===== src/sv/touchpad_tap_drag_gesture_core_defines.svh =====
// Assertion macros for the touchpad tap and drag gesture core.
`ifndef TOUCHPAD_TAP_DRAG_GESTURE_CORE_DEFINES_SVH
`define TOUCHPAD_TAP_DRAG_GESTURE_CORE_DEFINES_SVH
`ifndef SYNTHESIS
// Check on every clock edge outside reset.
`define TDG_ASSERT(lbl, prop, msg) \
  lbl: assert property (@(posedge clk_i) disable iff (!rst_ni) prop) else $error(msg);
// Check on every clock edge, reset included.
`define TDG_ASSERT_ALWAYS(lbl, prop, msg) \
  lbl: assert property (@(posedge clk_i) prop) else $error(msg);
`else
`define TDG_ASSERT(lbl, prop, msg)
`define TDG_ASSERT_ALWAYS(lbl, prop, msg)
`endif
`endif


===== src/sv/tdg_pkg.sv =====
// Shared types and constants for the touchpad tap and drag gesture core.
package tdg_pkg;

  localparam int unsigned CfgIdxW  = 3;
  localparam int unsigned CfgDataW = 16;

  // Configuration register indexes
  typedef enum logic [CfgIdxW-1:0] {
    CFG_TAP_TIME    = 3'd0,
    CFG_REARM_TIME  = 3'd1,
    CFG_LOCK_ON     = 3'd2,
    CFG_LOCK_LIMIT  = 3'd3,
    CFG_GRACE_LIMIT = 3'd4,
    CFG_TAP_MOVE    = 3'd5,
    CFG_SAME_SPOT   = 3'd6,
    CFG_HOLD_MS     = 3'd7
  } cfg_idx_e;

  localparam logic [15:0] TapTimeRst    = 16'd180;
  localparam logic [15:0] RearmTimeRst  = 16'd300;
  localparam logic        LockOnRst     = 1'b0;
  localparam logic [15:0] LockLimitRst  = 16'd500;
  localparam logic [15:0] GraceLimitRst = 16'd100;
  localparam logic [15:0] TapMoveRst    = 16'd50;
  localparam logic [15:0] SameSpotRst   = 16'd200;
  localparam logic [15:0] HoldMsRst     = 16'd30;

  // Phase codes as seen on the result stream
  localparam logic [2:0] PHASE_IDLE   = 3'd0;
  localparam logic [2:0] PHASE_TOUCH  = 3'd1;
  localparam logic [2:0] PHASE_TAPPED = 3'd2;
  localparam logic [2:0] PHASE_REDOWN = 3'd3;
  localparam logic [2:0] PHASE_DRAG   = 3'd4;
  localparam logic [2:0] PHASE_WAIT   = 3'd5;
  localparam logic [2:0] PHASE_DEAD   = 3'd6;

  // Contact event of one report against the previous one
  typedef enum logic [1:0] {
    EVT_DOWN = 2'd0,
    EVT_UP   = 2'd1,
    EVT_MOVE = 2'd2,
    EVT_AWAY = 2'd3
  } ev_e;

  typedef struct packed {
    ev_e         ev;
    logic [15:0] x;
    logic [15:0] y;
    logic [31:0] now;
  } item_t;

  typedef struct packed {
    logic [15:0] tap_time_limit;
    logic [15:0] rearm_time_limit;
    logic        drag_lock_on;
    logic [15:0] drag_lock_limit;
    logic [15:0] drop_grace_limit;
    logic [15:0] tap_move_limit;
    logic [15:0] same_spot_limit;
    logic [15:0] release_hold_ms;
  } cfg_t;

  typedef struct packed {
    logic full;
    logic empty;
  } q_stat_t;

endpackage


===== src/sv/touchpad_tap_drag_gesture_core.sv =====
// Top level of the touchpad tap, double tap and tap-and-drag gesture core.
//
//  Channel  Direction  Handshake                       Payload
//  s_axis   in         s_axis_tvalid_i/s_axis_tready_o touch report (72-bit tdata)
//  m_axis   out        m_axis_tvalid_o/m_axis_tready_i gesture result (8-bit tdata)
//  cfg      in         cfg_we_i                        cfg_idx_i, cfg_data_i
//
// One report per cycle sustained while the event queue has room. A report is
// classified in the cycle it is accepted, passes through the event queue and
// the result register, and is then valid on m_axis. The front end stalls only
// when the event queue is full; the phase machine stalls only when the result
// register is held by m_axis. Reset clears phase, debounce state, the queue and
// loads register defaults.
`include "touchpad_tap_drag_gesture_core_defines.svh"
module touchpad_tap_drag_gesture_core
  import tdg_pkg::*;
#(
  parameter int unsigned QueueDepth = 2
) (
  input  logic                clk_i,
  input  logic                rst_ni,
  // Configuration write port
  input  logic                cfg_we_i,
  input  logic [CfgIdxW-1:0]  cfg_idx_i,
  input  logic [CfgDataW-1:0] cfg_data_i,
  // Touch reports
  input  logic                s_axis_tvalid_i,
  output logic                s_axis_tready_o,
  input  logic [71:0]         s_axis_tdata_i,  // touch_present, pos_x, pos_y, time_ms, zero pad
  // Gesture results
  output logic                m_axis_tvalid_o,
  input  logic                m_axis_tready_i,
  output logic [7:0]          m_axis_tdata_o   // button_held, double_tap, gesture_phase, zero pad
);

  cfg_t    cfg_q;
  q_stat_t q_stat;
  logic    push, pop;
  item_t   push_item, head_item;

  // Result fields as seen on m_axis, for the checks below
  logic       res_held, res_dtap;
  logic [2:0] res_phase;
  logic       held_phase_ok;

  // Configuration registers; bits above a register's width are dropped
  always_ff @(posedge clk_i or negedge rst_ni) begin
    if (!rst_ni) begin
      cfg_q.tap_time_limit   <= TapTimeRst;
      cfg_q.rearm_time_limit <= RearmTimeRst;
      cfg_q.drag_lock_on     <= LockOnRst;
      cfg_q.drag_lock_limit  <= LockLimitRst;
      cfg_q.drop_grace_limit <= GraceLimitRst;
      cfg_q.tap_move_limit   <= TapMoveRst;
      cfg_q.same_spot_limit  <= SameSpotRst;
      cfg_q.release_hold_ms  <= HoldMsRst;
    end else if (cfg_we_i) begin
      unique case (cfg_idx_e'(cfg_idx_i))
        CFG_TAP_TIME:    cfg_q.tap_time_limit   <= cfg_data_i;
        CFG_REARM_TIME:  cfg_q.rearm_time_limit <= cfg_data_i;
        CFG_LOCK_ON:     cfg_q.drag_lock_on     <= cfg_data_i[0];
        CFG_LOCK_LIMIT:  cfg_q.drag_lock_limit  <= cfg_data_i;
        CFG_GRACE_LIMIT: cfg_q.drop_grace_limit <= cfg_data_i;
        CFG_TAP_MOVE:    cfg_q.tap_move_limit   <= cfg_data_i;
        CFG_SAME_SPOT:   cfg_q.same_spot_limit  <= cfg_data_i;
        CFG_HOLD_MS:     cfg_q.release_hold_ms  <= cfg_data_i;
        default:         cfg_q.release_hold_ms  <= cfg_q.release_hold_ms;
      endcase
    end
  end

  // Debounce and classify each report as it is accepted
  tdg_front u_front (
    .clk_i             (clk_i),
    .rst_ni            (rst_ni),
    .in_valid_i        (s_axis_tvalid_i),
    .in_ready_o        (s_axis_tready_o),
    .touch_present_i   (s_axis_tdata_i[0]),
    .pos_x_i           (s_axis_tdata_i[16:1]),
    .pos_y_i           (s_axis_tdata_i[32:17]),
    .time_ms_i         (s_axis_tdata_i[64:33]),
    .release_hold_ms_i (cfg_q.release_hold_ms),
    .q_stat_i          (q_stat),
    .push_o            (push),
    .push_item_o       (push_item)
  );

  // Decouple classification from the phase machine
  tdg_queue #(
    .Depth (QueueDepth)
  ) u_queue (
    .clk_i       (clk_i),
    .rst_ni      (rst_ni),
    .push_i      (push),
    .push_item_i (push_item),
    .pop_i       (pop),
    .head_o      (head_item),
    .stat_o      (q_stat)
  );

  // Advance the gesture phase and register one result per event
  tdg_back u_back (
    .clk_i       (clk_i),
    .rst_ni      (rst_ni),
    .cfg_i       (cfg_q),
    .q_stat_i    (q_stat),
    .head_i      (head_item),
    .pop_o       (pop),
    .out_valid_o (m_axis_tvalid_o),
    .out_ready_i (m_axis_tready_i),
    .out_data_o  (m_axis_tdata_o)
  );

  assign res_held      = m_axis_tdata_o[0];
  assign res_dtap      = m_axis_tdata_o[1];
  assign res_phase     = m_axis_tdata_o[4:2];
  assign held_phase_ok = (res_phase == PHASE_TAPPED) || (res_phase == PHASE_REDOWN) ||
                         (res_phase == PHASE_DRAG) || (res_phase == PHASE_WAIT);

  // A double tap always ends in idle with the button released
  `TDG_ASSERT(a_dtap_idle, m_axis_tvalid_o && res_dtap |-> !res_held && (res_phase == PHASE_IDLE), "double tap without release to idle")
  // The button is only held in the tapped, redown, drag and wait phases
  `TDG_ASSERT(a_held_phase, m_axis_tvalid_o && res_held |-> held_phase_ok, "button held in wrong phase")
  // With nothing queued or pending, a report's result appears once it has passed the queue and the result register
  `TDG_ASSERT(a_latency, s_axis_tvalid_i && s_axis_tready_o && q_stat.empty && !m_axis_tvalid_o |=> ##1 m_axis_tvalid_o, "result of an unobstructed report is late")
  // No result leaves while or right after reset is held
  `TDG_ASSERT_ALWAYS(a_rst_quiet, !rst_ni |=> !m_axis_tvalid_o, "result valid out of reset")

endmodule


===== src/sv/tdg_front.sv =====
// Front end: debounces contact loss and classifies each report into an event.
module tdg_front
  import tdg_pkg::*;
(
  input  logic        clk_i,
  input  logic        rst_ni,
  input  logic        in_valid_i,
  output logic        in_ready_o,
  input  logic        touch_present_i,
  input  logic [15:0] pos_x_i,
  input  logic [15:0] pos_y_i,
  input  logic [31:0] time_ms_i,
  input  logic [15:0] release_hold_ms_i,
  input  q_stat_t     q_stat_i,
  output logic        push_o,
  output item_t       push_item_o
);

  logic        loss_valid_q, loss_valid_d;
  logic [31:0] loss_time_q, loss_time_d;
  logic        prev_contact_q, prev_contact_d;
  logic [31:0] loss_ref;
  logic [31:0] since_loss;
  logic        contact;

  assign in_ready_o = !q_stat_i.full;
  assign push_o     = in_valid_i && !q_stat_i.full;

  // First absent report starts the loss timer
  assign loss_ref   = loss_valid_q ? loss_time_q : time_ms_i;
  assign since_loss = time_ms_i - loss_ref;
  assign contact    = touch_present_i || (since_loss < 32'(release_hold_ms_i));

  always_comb begin
    loss_valid_d   = loss_valid_q;
    loss_time_d    = loss_time_q;
    prev_contact_d = prev_contact_q;
    if (push_o) begin
      loss_valid_d   = !touch_present_i;
      loss_time_d    = touch_present_i ? loss_time_q : loss_ref;
      prev_contact_d = contact;
    end
  end

  always_comb begin
    push_item_o.x   = pos_x_i;
    push_item_o.y   = pos_y_i;
    push_item_o.now = time_ms_i;
    priority if (contact && !prev_contact_q) begin
      push_item_o.ev = EVT_DOWN;
    end else if (!contact && prev_contact_q) begin
      push_item_o.ev = EVT_UP;
    end else if (contact) begin
      push_item_o.ev = EVT_MOVE;
    end else begin
      push_item_o.ev = EVT_AWAY;
    end
  end

  always_ff @(posedge clk_i or negedge rst_ni) begin
    if (!rst_ni) begin
      loss_valid_q   <= 1'b0;
      loss_time_q    <= '0;
      prev_contact_q <= 1'b0;
    end else begin
      loss_valid_q   <= loss_valid_d;
      loss_time_q    <= loss_time_d;
      prev_contact_q <= prev_contact_d;
    end
  end

endmodule


===== src/sv/tdg_queue.sv =====
// Small register queue of classified events between front and back end.
module tdg_queue
  import tdg_pkg::*;
#(
  parameter int unsigned Depth = 2
) (
  input  logic    clk_i,
  input  logic    rst_ni,
  input  logic    push_i,
  input  item_t   push_item_i,
  input  logic    pop_i,
  output item_t   head_o,
  output q_stat_t stat_o
);

  localparam int unsigned AddrW = (Depth > 1) ? $clog2(Depth) : 1;
  localparam int unsigned CntW  = $clog2(Depth + 1);

  item_t            mem_q [Depth];
  logic [AddrW-1:0] wr_ptr_q, wr_ptr_d;
  logic [AddrW-1:0] rd_ptr_q, rd_ptr_d;
  logic [CntW-1:0]  cnt_q, cnt_d;

  assign stat_o.full  = (cnt_q == CntW'(Depth));
  assign stat_o.empty = (cnt_q == '0);
  assign head_o       = mem_q[rd_ptr_q];

  always_comb begin
    wr_ptr_d = wr_ptr_q;
    rd_ptr_d = rd_ptr_q;
    if (push_i) begin
      wr_ptr_d = (wr_ptr_q == AddrW'(Depth - 1)) ? '0 : wr_ptr_q + 1'b1;
    end
    if (pop_i) begin
      rd_ptr_d = (rd_ptr_q == AddrW'(Depth - 1)) ? '0 : rd_ptr_q + 1'b1;
    end
    unique case ({push_i, pop_i})
      2'b10:   cnt_d = cnt_q + 1'b1;
      2'b01:   cnt_d = cnt_q - 1'b1;
      default: cnt_d = cnt_q;
    endcase
  end

  always_ff @(posedge clk_i) begin
    if (push_i) begin
      mem_q[wr_ptr_q] <= push_item_i;
    end
  end

  always_ff @(posedge clk_i or negedge rst_ni) begin
    if (!rst_ni) begin
      wr_ptr_q <= '0;
      rd_ptr_q <= '0;
      cnt_q    <= '0;
    end else begin
      wr_ptr_q <= wr_ptr_d;
      rd_ptr_q <= rd_ptr_d;
      cnt_q    <= cnt_d;
    end
  end

endmodule


===== src/sv/tdg_back.sv =====
// Back end: gesture phase machine with a registered result stage.
module tdg_back
  import tdg_pkg::*;
(
  input  logic       clk_i,
  input  logic       rst_ni,
  input  cfg_t       cfg_i,
  input  q_stat_t    q_stat_i,
  input  item_t      head_i,
  output logic       pop_o,
  output logic       out_valid_o,
  input  logic       out_ready_i,
  output logic [7:0] out_data_o
);

  typedef enum logic [2:0] {
    PH_IDLE   = PHASE_IDLE,
    PH_TOUCH  = PHASE_TOUCH,
    PH_TAPPED = PHASE_TAPPED,
    PH_REDOWN = PHASE_REDOWN,
    PH_DRAG   = PHASE_DRAG,
    PH_WAIT   = PHASE_WAIT,
    PH_DEAD   = PHASE_DEAD
  } phase_e;

  phase_e      phase_q, phase_d;
  logic [31:0] anchor_time_q, anchor_time_d;
  logic [15:0] anchor_x_q, anchor_x_d;
  logic [15:0] anchor_y_q, anchor_y_d;
  logic [15:0] wait_limit_q, wait_limit_d;
  logic        out_valid_q, out_valid_d;
  logic [7:0]  out_data_q, out_data_d;

  logic [31:0] dt;
  logic [15:0] dx, dy, near_lim, lift_wait;
  logic        near, dt_tap_ok, dt_rearm_ok, dt_wait_ok;
  logic        held, dtap;

  assign pop_o       = !q_stat_i.empty && (!out_valid_q || out_ready_i);
  assign out_valid_o = out_valid_q;
  assign out_data_o  = out_data_q;

  assign dt          = head_i.now - anchor_time_q;
  assign dx          = (head_i.x > anchor_x_q) ? head_i.x - anchor_x_q
                                               : anchor_x_q - head_i.x;
  assign dy          = (head_i.y > anchor_y_q) ? head_i.y - anchor_y_q
                                               : anchor_y_q - head_i.y;
  // Second touch after a tap is checked against the wider same-spot window
  assign near_lim    = (phase_q == PH_TAPPED) ? cfg_i.same_spot_limit : cfg_i.tap_move_limit;
  assign near        = (dx <= near_lim) && (dy <= near_lim);
  assign dt_tap_ok   = dt <= 32'(cfg_i.tap_time_limit);
  assign dt_rearm_ok = dt <= 32'(cfg_i.rearm_time_limit);
  assign dt_wait_ok  = dt <= 32'(wait_limit_q);
  assign lift_wait   = cfg_i.drag_lock_on ? cfg_i.drag_lock_limit : cfg_i.drop_grace_limit;

  always_comb begin
    phase_d       = phase_q;
    anchor_time_d = anchor_time_q;
    anchor_x_d    = anchor_x_q;
    anchor_y_d    = anchor_y_q;
    wait_limit_d  = wait_limit_q;
    held          = 1'b0;
    dtap          = 1'b0;
    unique case (phase_q)
      PH_IDLE: begin
        if (head_i.ev == EVT_DOWN) begin
          phase_d = PH_TOUCH;
        end
      end
      PH_TOUCH: begin
        if (head_i.ev == EVT_UP) begin
          if (dt_tap_ok && near) begin
            phase_d = PH_TAPPED;
            held    = 1'b1;
          end else begin
            phase_d = PH_IDLE;
          end
        end else if (head_i.ev == EVT_MOVE) begin
          if (!near) phase_d = PH_DEAD;
        end else if (head_i.ev == EVT_AWAY) begin
          if (!dt_tap_ok) phase_d = PH_DEAD;
        end
      end
      PH_TAPPED: begin
        held = 1'b1;
        if (head_i.ev == EVT_DOWN) begin
          if (dt_rearm_ok && near) begin
            phase_d = PH_REDOWN;
          end else begin
            phase_d = PH_IDLE;
            held    = 1'b0;
          end
        end else if (head_i.ev == EVT_AWAY && !dt_rearm_ok) begin
          phase_d = PH_IDLE;
          held    = 1'b0;
        end
      end
      PH_REDOWN: begin
        held = 1'b1;
        if (head_i.ev == EVT_UP) begin
          dtap    = dt_tap_ok && near;
          phase_d = PH_IDLE;
          held    = 1'b0;
        end else if (head_i.ev == EVT_MOVE) begin
          phase_d = PH_DRAG;
        end else if (head_i.ev == EVT_AWAY && !dt_tap_ok) begin
          phase_d = PH_IDLE;
          held    = 1'b0;
        end
      end
      PH_DRAG: begin
        held = 1'b1;
        if (head_i.ev == EVT_UP) begin
          anchor_time_d = head_i.now;
          wait_limit_d  = lift_wait;
          if (lift_wait != '0) begin
            phase_d = PH_WAIT;
          end else begin
            phase_d = PH_IDLE;
            held    = 1'b0;
          end
        end
      end
      PH_WAIT: begin
        held = 1'b1;
        if (head_i.ev == EVT_DOWN) begin
          if (dt_wait_ok) begin
            phase_d = PH_DRAG;
          end else begin
            phase_d = PH_IDLE;
            held    = 1'b0;
          end
        end else if (head_i.ev == EVT_AWAY && !dt_wait_ok) begin
          phase_d = PH_IDLE;
          held    = 1'b0;
        end
      end
      PH_DEAD: begin
        if (head_i.ev == EVT_UP) phase_d = PH_IDLE;
      end
      default: begin
        phase_d = PH_IDLE;
      end
    endcase
    // Anchor moves on touch start, tap and re-down
    if ((phase_q == PH_IDLE && phase_d == PH_TOUCH) ||
        (phase_q == PH_TOUCH && phase_d == PH_TAPPED) ||
        (phase_q == PH_TAPPED && phase_d == PH_REDOWN)) begin
      anchor_time_d = head_i.now;
      anchor_x_d    = head_i.x;
      anchor_y_d    = head_i.y;
    end
  end

  always_comb begin
    out_valid_d = out_valid_q;
    out_data_d  = out_data_q;
    if (pop_o) begin
      out_valid_d = 1'b1;
      out_data_d  = {3'b000, phase_d, dtap, held};
    end else if (out_ready_i) begin
      out_valid_d = 1'b0;
    end
  end

  always_ff @(posedge clk_i or negedge rst_ni) begin
    if (!rst_ni) begin
      phase_q       <= PH_IDLE;
      anchor_time_q <= '0;
      anchor_x_q    <= '0;
      anchor_y_q    <= '0;
      wait_limit_q  <= '0;
      out_valid_q   <= 1'b0;
      out_data_q    <= '0;
    end else begin
      if (pop_o) begin
        phase_q       <= phase_d;
        anchor_time_q <= anchor_time_d;
        anchor_x_q    <= anchor_x_d;
        anchor_y_q    <= anchor_y_d;
        wait_limit_q  <= wait_limit_d;
      end
      out_valid_q <= out_valid_d;
      out_data_q  <= out_data_d;
    end
  end

endmodule

===== config.mk =====
export PLATFORM = sky130hd
export DESIGN_NAME = touchpad_tap_drag_gesture_core
export DESIGN_NICKNAME = d
export VERILOG_FILES = /design/src/sv/tdg_pkg.sv /design/src/sv/touchpad_tap_drag_gesture_core.sv /design/src/sv/tdg_front.sv /design/src/sv/tdg_queue.sv /design/src/sv/tdg_back.sv
export VERILOG_INCLUDE_DIRS = /design/src /design/src/sv
export SDC_FILE = /design/constraint.sdc
export NUM_CORES = 1
export LEC_CHECK = 0
export ABC_CLOCK_PERIOD_IN_PS = 8700
export BUFFER_PORTS_ARGS = -buffer_cell sky130_fd_sc_hd__buf_2
export CORE_MARGIN = 5
export CORE_UTILIZATION = 25
export CTS_BUF_LIST = sky130_fd_sc_hd__clkbuf_4 sky130_fd_sc_hd__clkbuf_8
export CTS_CLUSTER_DIAMETER = 100
export DETAILED_ROUTE_END_ITERATION = 8
export HOLD_SLACK_MARGIN = 0.12
export SLEW_MARGIN = 30
export SYNTH_ARGS = -nofsm -noshare
export SYNTH_HDL_FRONTEND = slang
export SYNTH_SLANG_ARGS = --single-unit

===== constraint.sdc =====
create_clock -name clk_i -period 8.7 [get_ports clk_i]
set_input_delay 0.87 -clock clk_i [delete_from_list [all_inputs] [get_ports clk_i]]
set_output_delay 0.87 -clock clk_i [all_outputs]
set_load 0.1 [all_outputs]

* Word level (Yosys, flattened, before mapping)
Memory sizes are Yosys's and may differ from the RTL's.
Index checks and enable logic that the tools add are counted.
** Operators by class
- Order comparisons :: 8
- Reduce and logical (&&, ||, !) cells :: 47
- Bitwise gates (word level) :: 1
- Eq/ne operators :: 22
- Muxes and demuxes :: 54
- Add/sub/neg operators :: 10
** Operators by type and width (count)
- two-way mux 32 bit :: 4
- <= comparator 32 x 16 -> 1 bit :: 3
- two-way mux 16 bit :: 4
- subtractor 16 bit :: 4
- subtractor 32 bit :: 2
- two-way mux 3 bit :: 17
- greater-than comparator 16 bit :: 2
- <= comparator 16 bit :: 2
- < comparator 32 x 16 -> 1 bit :: 1
- two-way mux 1 bit :: 22
- == test 3 bit (second input constant) :: 7
- one-hot mux 3 bit (7 select lines) :: 1
- AND reduction 2 bit :: 10
- == test 3 x 2 -> 1 bit (second input constant) :: 6
- nonzero test 16 bit :: 1
- logical AND 1 bit :: 13
- == test 3 x 1 -> 1 bit (second input constant) :: 3
- logical NOT 1 bit :: 9
- == test 2 bit (second input constant) :: 4
- two-way mux 2 bit :: 4
- nonzero test 2 bit :: 4
- logical NOT 3 bit :: 2
- AND reduction 3 bit :: 2
- one-hot mux 1 bit (5 select lines) :: 1
- 8 further kinds :: 14
** Storage, ports and cells
- Memories :: 1
- Bits in registers :: 240
- Output and inout bits :: 10
- Logic and storage cells :: 164
- Input bits :: 96
- Bits in writable memories :: 132
** Memories
- u_queue.mem_q :: words 2, width 66, rd ports 1, clocked after Yosys merged registers in 0, wr ports 1, RTL line tdg_queue.sv:19 : item_t mem_q [Depth];

* Longest topological paths before layout
Gate-level depths: netlist (run 1).
An unclocked memory read counts as a cell.
- Depth after elaboration :: 15
- Mapped depth :: 35

* Cells and area by module
A second synthesis (run 1) with hierarchy kept.
** Unflattened totals
- Cells, all modules :: 2404
- Area, all modules :: 24981.5 µm²
** Modules (own cells, without submodules)
- tdg_back :: times used 1, area each 11034.3 µm², cells each 1365
- tdg_queue :: times used 1, area each 5059.9 µm², cells each 221
- tdg_front :: times used 1, area each 4499.3 µm², cells each 571
- touchpad_tap_drag_gesture_core :: times used 1, area each 4388.0 µm², cells each 247

* Least setup slack after synthesis (run 1)
OpenSTA, ideal clock, no wires.
- Path kind :: reg2reg
- From :: register u_queue.rd_ptr_q
- To :: register u_back.anchor_time_q[30]
- Arrival :: 7.765 ns
- Path buffers :: 6
- Setup time :: 0.128 ns
- Path slack :: 0.807 ns
- Cell stages (with the launch flop) :: 33
- Path through :: dfrtp_1 -> clkbuf_1 -> buf_1 -> buf_1 -> mux2_2 -> inv_1 -> ha_1 -> inv_1 -> fa_1 -> a21o_1 -> a21o_1 -> a21o_1 -> a21o_1 -> a31o_2 -> a21oi_1 -> clkbuf_1 -> buf_1 -> mux2_2 -> xor2_1 -> ha_1 -> nor3_1 -> nor2_1 -> o21ai_0 -> a31oi_1 -> a2111oi_0 -> a21oi_1 -> nor2_1 -> o211ai_1 -> o31a_1 -> o21a_1 -> o31ai_4 -> buf_8 -> mux2_1
** RTL lines
- start: declaration :: RTL line tdg_queue.sv:21 : logic [AddrW-1:0] rd_ptr_q, rd_ptr_d;
- start signal: assignment :: RTL line tdg_queue.sv:57 : rd_ptr_q <= rd_ptr_d;
- end signal: assignment :: RTL line tdg_back.sv:178 : anchor_time_q <= anchor_time_d;
- end: declaration :: RTL line tdg_back.sv:27 : logic [31:0] anchor_time_q, anchor_time_d;

==> results.sh, run 1 <==
export IMPL_outcome="complete, no violations"
export IMPL_critPathRequiredTime_ps=9240
export IMPL_fin_skew_ps=40.50
export IMPL_synth_cell_types=87
export IMPL_clkLatencyLatePin_ps=650
export IMPL_row_count=112
export IMPL_die_h_um=316.6
export IMPL_worst_path_buf_inv=5
export IMPL_maxSlewHeadroom=0.4500
export IMPL_yosys_warnings=0
export IMPL_crit_path_end_kind="flip-flop"
export IMPL_synth_simple_gate_area_share=0.08926
export IMPL_hpwl_um=43380
export IMPL_cts_clk_slew_worst_paths_ps=60
export IMPL_initial_core_util=0.2519
export IMPL_synth_xor_area_frac=0.02906
export IMPL_yosys_area_share_adder=0.1233
export IMPL_cts_hold_buf=0
export IMPL_grt_pass1_wl_um=93240
export IMPL_ant_nets=0
export IMPL_fin_crit_sh=0.8449
export IMPL_synthFlopType="dfrtp_1"
export IMPL_synth_area_top_cells="dfrtp_1, edfxtp_1, ha_1, mux2_2, mux2i_1"
export IMPL_coreArea_um2=93330
export IMPL_grt_pass1_vias=16840
export IMPL_power_density_nw_per_um2=440.4
export IMPL_crit_type="flip-flop to flip-flop"
export IMPL_port_buffers=95
export IMPL_drive_above_1_share=0.2069
export IMPL_die_x_um=316.6
export IMPL_fin_cells=3658
export IMPL_tightest_slew_ps=802.1
export IMPL_clock_path_buffers=3
export IMPL_layout_common_cells="ha_1, dfrtp_1, inv_1, mux2_2, a21oi_1"
export IMPL_drt_iter0_drc=856
export IMPL_maxCapViolCount=0
export IMPL_h_tree_depth=3
export IMPL_worstReg2RegStart="u_queue.rd_ptr_q$_DFFE_PN0P_"
export IMPL_yosysSeqAreaShare=0.4223
export IMPL_final_common_cell="ha_1"
export IMPL_track_usage=0.1168
export IMPL_fin_setup_tns_ps=0
export IMPL_cts_sinks=369
export IMPL_crit_slowest_cell="dfrtp_4"
export IMPL_final_nets=2662
export IMPL_synth_edf_count=132
export IMPL_die_area_um2=100300
export IMPL_total_power_mw=11.83
export IMPL_startpoint_type="flip-flop"
export IMPL_grt_max_degree=69
export IMPL_rr_endpoint="u_back.anchor_x_q[5]$_DFFE_PN0P_"
export IMPL_area_delta_synth_final_pct=14.25
export IMPL_reg2reg_depth=31
export IMPL_grt_antenna_before_repair=25
export IMPL_io_pins=106
export IMPL_slowest_delay_ps=640
export IMPL_netlist_area_um2=23510
export IMPL_place_inst=3522
export IMPL_via_per_inst=4.563
export IMPL_ir_worst_vdd_uv=162.7
export IMPL_vias=16690
export IMPL_synth_top_family_by_area="multiplexers"
export IMPL_path_common_cell="a21o_1"
export IMPL_grt_overflow=0
export IMPL_worst_path_max_fanout=23
export IMPL_period_needed_ps=7351
export IMPL_syn_inst=2231
export IMPL_rsz0062_at_grt="false"
export IMPL_synth_compound_area_frac=0.1413
export IMPL_finalWirelength_um=58880
export IMPL_hold_violations=0
export IMPL_clock_fmax_ghz=0.1360
export IMPL_dr_pass1_iters=5
export IMPL_cts_root_buf="clkbuf_8"
export IMPL_setup_violations=0
export IMPL_drv_slew=0
export IMPL_async_reset_ff_frac=0.6423
export IMPL_wl_per_cell_um=16.10
export IMPL_synth_mux_area_frac=0.1446
export IMPL_p_leak_nw=11.55
export IMPL_arrival_ps=7890
export IMPL_post_cts_buffers=0
export IMPL_hp_class="input pin to asynchronous set/reset pin"
export IMPL_tritoncts="built"
export IMPL_avgSynthCellArea_um2=10.54
export IMPL_yosys_register_bits=369
export IMPL_r2r_slack_ps=1350
export IMPL_gp_congestion=0.8692
export IMPL_synth_top_area_share=0.2235
export IMPL_drc=0
export IMPL_cts_buffers=66
export IMPL_critPathTopFamily="compound AO/OA/AOI/OAI gates"
export IMPL_yosysTopAreaCell="dfrtp_1"
export IMPL_cts_resized=0
state kept, by name, indices dropped and copies added, names as in the netlist:
| signal | flops |
|---|---|
| u_queue.mem_q | 132 |
| u_front.loss_valid_q | 1 |
| u_back.wait_limit_q | 16 |
| u_back.anchor_y_q | 16 |
| u_back.anchor_x_q | 16 |
| u_back.out_data_o | 2 |
| u_front.loss_time_q | 32 |
| cfg_q | 113 |
| u_front.prev_contact_q | 1 |
| u_back.anchor_time_q | 32 |
| u_back.phase_q | 3 |
| u_queue.cnt_q | 2 |
| u_back.out_valid_o | 1 |
| u_queue.wr_ptr_q | 1 |
| u_queue.rd_ptr_q | 1 |
stage by stage:
| stage | worst slack [ps] | cell area, um^2 | util | hold slack, ps |
|---|---|---|---|---|
| 2_1_floorplan | 807.3 | 23520 | - | 449.8 |
| 3_3_place_gp | 1383 | 25410 | 0.2722 | 466.8 |
| 3_5_place_dp | 1338 | 25440 | 0.2726 | 471.4 |
| 4_1_cts | 1299 | 26790 | 0.2870 | 131.3 |
| 5_1_grt | 860.9 | 26840 | 0.2876 | 154.7 |
| 6_report | 1349 | 26860 | 0.2878 | 140.8 |
cells in the mapped netlist (13+ instances only):
library cell    n
nand2b_1       15
o21ai_0       117
ha_1          222
mux2_4         26
clkbuf_1       59
dfrtp_1       210
xnor2_1        49
a21oi_1       159
o21a_1         21
a211oi_1       16
nor2_1        126
xor2_1         29
a21o_1         73
buf_4          13
inv_1         201
dfstp_2        27
nor3_1         23
mux2_2        163
edfxtp_1      132
o211ai_1       14
nand4_1        38
nand3_1        29
o21bai_1       17
nand2_1       137
a31oi_1        19
mux2i_1       116
layer usage:
layer,GRT usage,up-vias,wire length (um)
met3,0.02627,93,2959
met4,0.03780,6,1578
met5,0,-,37
li1,-,8284,-
met2,0.1826,313,25450
met1,0.1611,7995,28860
cells by family (layout without fill, tap and decap cells):
kind of cell             count (synthesis)  in the layout
multiplexers                           306            306
XOR/XNOR                                78             78
AND/OR/NAND/NOR                        438            438
other                                    1             15
flip-flops                             369            369
AO/OA/AOI/OAI                          522            522
adder cells (fa/ha/maj)                228            228
buffers and inverters                  289            448
area by class of cell:
class	instances	area [um^2]
timing repair buffer	125	758.2
sequential	369	9933
tap	1254	1569
inverter	201	754.5
antenna	12	30.03
fill	9866	66470
clock buffer	103	1236
clock inverter	19	111.4
multi-input combinational	1575	12470
how the worst max path moves through the flow:
stage	startpoint	to	slack (ps)	cells after the start
after floorplan	u_queue.rd_ptr_q$_DFFE_PN0P_	u_back.anchor_time_q[30]$_DFFE_PN0P_	810	32
after global placement	u_queue.rd_ptr_q$_DFFE_PN0P_	u_back.anchor_time_q[3]$_DFFE_PN0P_	1380	30
after detailed placement	u_queue.rd_ptr_q$_DFFE_PN0P_	u_back.anchor_x_q[5]$_DFFE_PN0P_	1340	31
after CTS	u_queue.rd_ptr_q$_DFFE_PN0P_	u_back.anchor_x_q[5]$_DFFE_PN0P_	1300	31
after global routing	u_queue.rd_ptr_q$_DFFE_PN0P_	u_back.anchor_x_q[5]$_DFFE_PN0P_	860	31
final	u_queue.rd_ptr_q$_DFFE_PN0P_	u_back.anchor_x_q[5]$_DFFE_PN0P_	1350	31
power by group:
part           internal (mW)  leakage [nW]  switching [mW]  total, mW
clock                  0.911         0.717           0.763       1.67
combinational           3.20          6.87            4.30       7.49
sequential              2.38          3.96           0.275       2.66
Note: power is estimated with default switching activity, not from simulation.
==> inputs of run 2 (changes only) <==
ABC_CLOCK_PERIOD_IN_PS = 7000   (was 8700)
clock period = 7 ns   (was 8.7 ns; I/O delays follow)
==> run 2 against run 1 <==
  * Final area is 1.7% higher
  * Sequential cell count stayed put
  * Fmax is 9.1% higher
  * Critical path type unchanged
  * First-iteration DRC count is 16% higher
  * Core utilization is 0.49 points higher
  * Final cell count is 0.63% higher
  * Non-clock buffer count is 22 higher
  * Count of clock-buffer cells in the layout is 9 lower
  * Hold slack better by 98 ps
  * Worst setup slack worse by 1100 ps
  * Clock skew is 12 ps lower
==> results.sh, run 2 (synthesis results as in run 1) <==
export IMPL_crit_path_end_kind="flip-flop"
export IMPL_row_count=112
export IMPL_h_tree_depth=3
export IMPL_highest_layer="met5"
export IMPL_pre_cts_slack_ps=75.96
export IMPL_hpwl_um=43700
export IMPL_die_x_um=316.6
export IMPL_clkLatencyLatePin_ps=660
export IMPL_largest_register="u_queue.mem_q"
export IMPL_clock_path_buffers=3
export IMPL_grt_overflow=0
export IMPL_port_buffers=95
export IMPL_holdPathStages=1
export IMPL_track_usage=0.1183
export IMPL_grt_max_degree=147
export IMPL_crit_slowest_cell="dfrtp_4"
export IMPL_nFillCells=9732
export IMPL_fin_crit_sh=0.9624
export IMPL_critPathTopFamily="compound AO/OA/AOI/OAI gates"
export IMPL_final_nets=2685
export IMPL_die_h_um=316.6
export IMPL_area_delta_synth_final_pct=16.21
export IMPL_largest_reg_flops=132
export IMPL_wl_per_cell_um=16.45
export IMPL_hold_violations=0
export IMPL_cts_sinks=369
export IMPL_hp_class="input pin to flip-flop"
export IMPL_cts_buffers=67
export IMPL_path_depth=30
export IMPL_grt_pass1_vias=16800
export IMPL_path_common_cell="a21o_1"
export IMPL_met1_length_um=28800
export IMPL_worst_hold_slack_ps=238.7
export IMPL_drc=0
export IMPL_io_pins=106
export IMPL_arrival_ps=7280
export IMPL_grt_pass1_wl_um=94030
export IMPL_grt_antenna_before_repair=24
export IMPL_final_common_cell="ha_1"
export IMPL_critPathRequiredTime_ps=7540
export IMPL_met3_wirelength_um=3319
export IMPL_setup_ws_ps=263.4
export IMPL_dr_pass1_iters=5
export IMPL_setup_violations=0
export IMPL_cts_clk_slew_worst_paths_ps=60
export IMPL_initial_core_util=0.2519
export IMPL_ant_nets=0
export IMPL_via_per_inst=4.593
export IMPL_die_area_um2=100300
export IMPL_worst_path_max_fanout=9
export IMPL_dr_wl_met2_um=26550
export IMPL_drt_iter0_drc=995
export IMPL_worst_path_buf_inv=4
export IMPL_coreArea_um2=93330
export IMPL_tritoncts="built"
export IMPL_outcome="complete, no violations"
export IMPL_clock_fmax_ghz=0.1484
export IMPL_layout_common_cells="ha_1, dfrtp_1, inv_1, mux2_2, a21oi_1"
export IMPL_tightest_slew_ps=906.2
export IMPL_gp_congestion=0.8678
export IMPL_crit_type="flip-flop to flip-flop"
export IMPL_slowest_delay_ps=510
export IMPL_maxCapViolCount=0
export IMPL_postLayoutCoreUtil=0.2927
export IMPL_cts_root_buf="clkbuf_8"
export IMPL_drive_above_1_share=0.2183
export IMPL_period_needed_ps=6737
export IMPL_reg2reg_depth=30
export IMPL_finalWirelength_um=60560
export IMPL_vias=16910
export IMPL_startpoint_type="flip-flop"
export IMPL_top_regs="u_queue.mem_q x132, cfg_q x113"
export IMPL_drv_slew=0
export IMPL_maxSlewHeadroom=0.3932
export IMPL_fin_skew_ps=28.79
[run 2: worst register-to-register path, delay by kind of cell (launching register included)]
kind	cells	cell delay, ps
buf+inv	4	510
mux	3	900
simple gates	6	1200
compound gates	14	2780
flops	1	510
fa+ha+maj	3	730
[run 2: final timing paths]
check / start / endpoint / slack (ps)
min in group asynchronous: rst_ni / u_back.anchor_time_q[27]$_DFFE_PN0P_ / 630
max in group asynchronous: rst_ni / u_queue.rd_ptr_q$_DFFE_PN0P_ / 4870
worst max register to register: u_queue.rd_ptr_q$_DFFE_PN0P_ / u_back.anchor_time_q[13]$_DFFE_PN0P_ / 260
worst min register to register: u_back.wait_limit_q[10]$_DFFE_PN0P_ / u_back.wait_limit_q[10]$_DFFE_PN0P_ / 480
worst min-delay path: s_axis_tdata_i[29] / u_queue.mem_q[0][44]$_DFFE_PP_ / 240
worst max-delay path: u_queue.rd_ptr_q$_DFFE_PN0P_ / u_back.anchor_time_q[13]$_DFFE_PN0P_ / 260
[run 2: cell type report]
type	instances	area (um^2)	area share
repair buffers	147	1056	0.03866
clock inverters	28	275.3	0.01008
clock buffers	94	1144	0.04186
multi-input cells	1575	12550	0.4596
diodes	13	32.53	0.001191
inverters	201	754.5	0.02762
well taps	1254	1569	0.05743
flip-flops and latches	369	9933	0.3636
[run 2: timing repair]
action                                 in CTS  in global routing
setup buffers                               0                  6
setup endpoints to repair                   0                 64
endpoints found under the hold margin      88                  0
hold buffers                                1                  0
gates resized for setup                     0                 23
[run 2: per-stage QoR]
stage	instances	area [um^2]	setup TNS, ps
2_1_floorplan	2233	23540	0
3_3_place_gp	3531	25570	0
3_5_place_dp	3535	25640	0
4_1_cts	3658	27060	0
5_1_grt	3672	27300	-169.7
6_report	3681	27320	0
[run 2: per-layer routing]
metal,vias to the layer above,GRT usage
met3,112,0.03046
li1,8349,-
met2,310,0.1839
met4,12,0.04330
met5,-,0
met1,8124,0.1596
Power of run 2 is left out: the tool's default activity adds up to more than one toggle a clock period on the data nets, which glitch-free logic cannot reach.
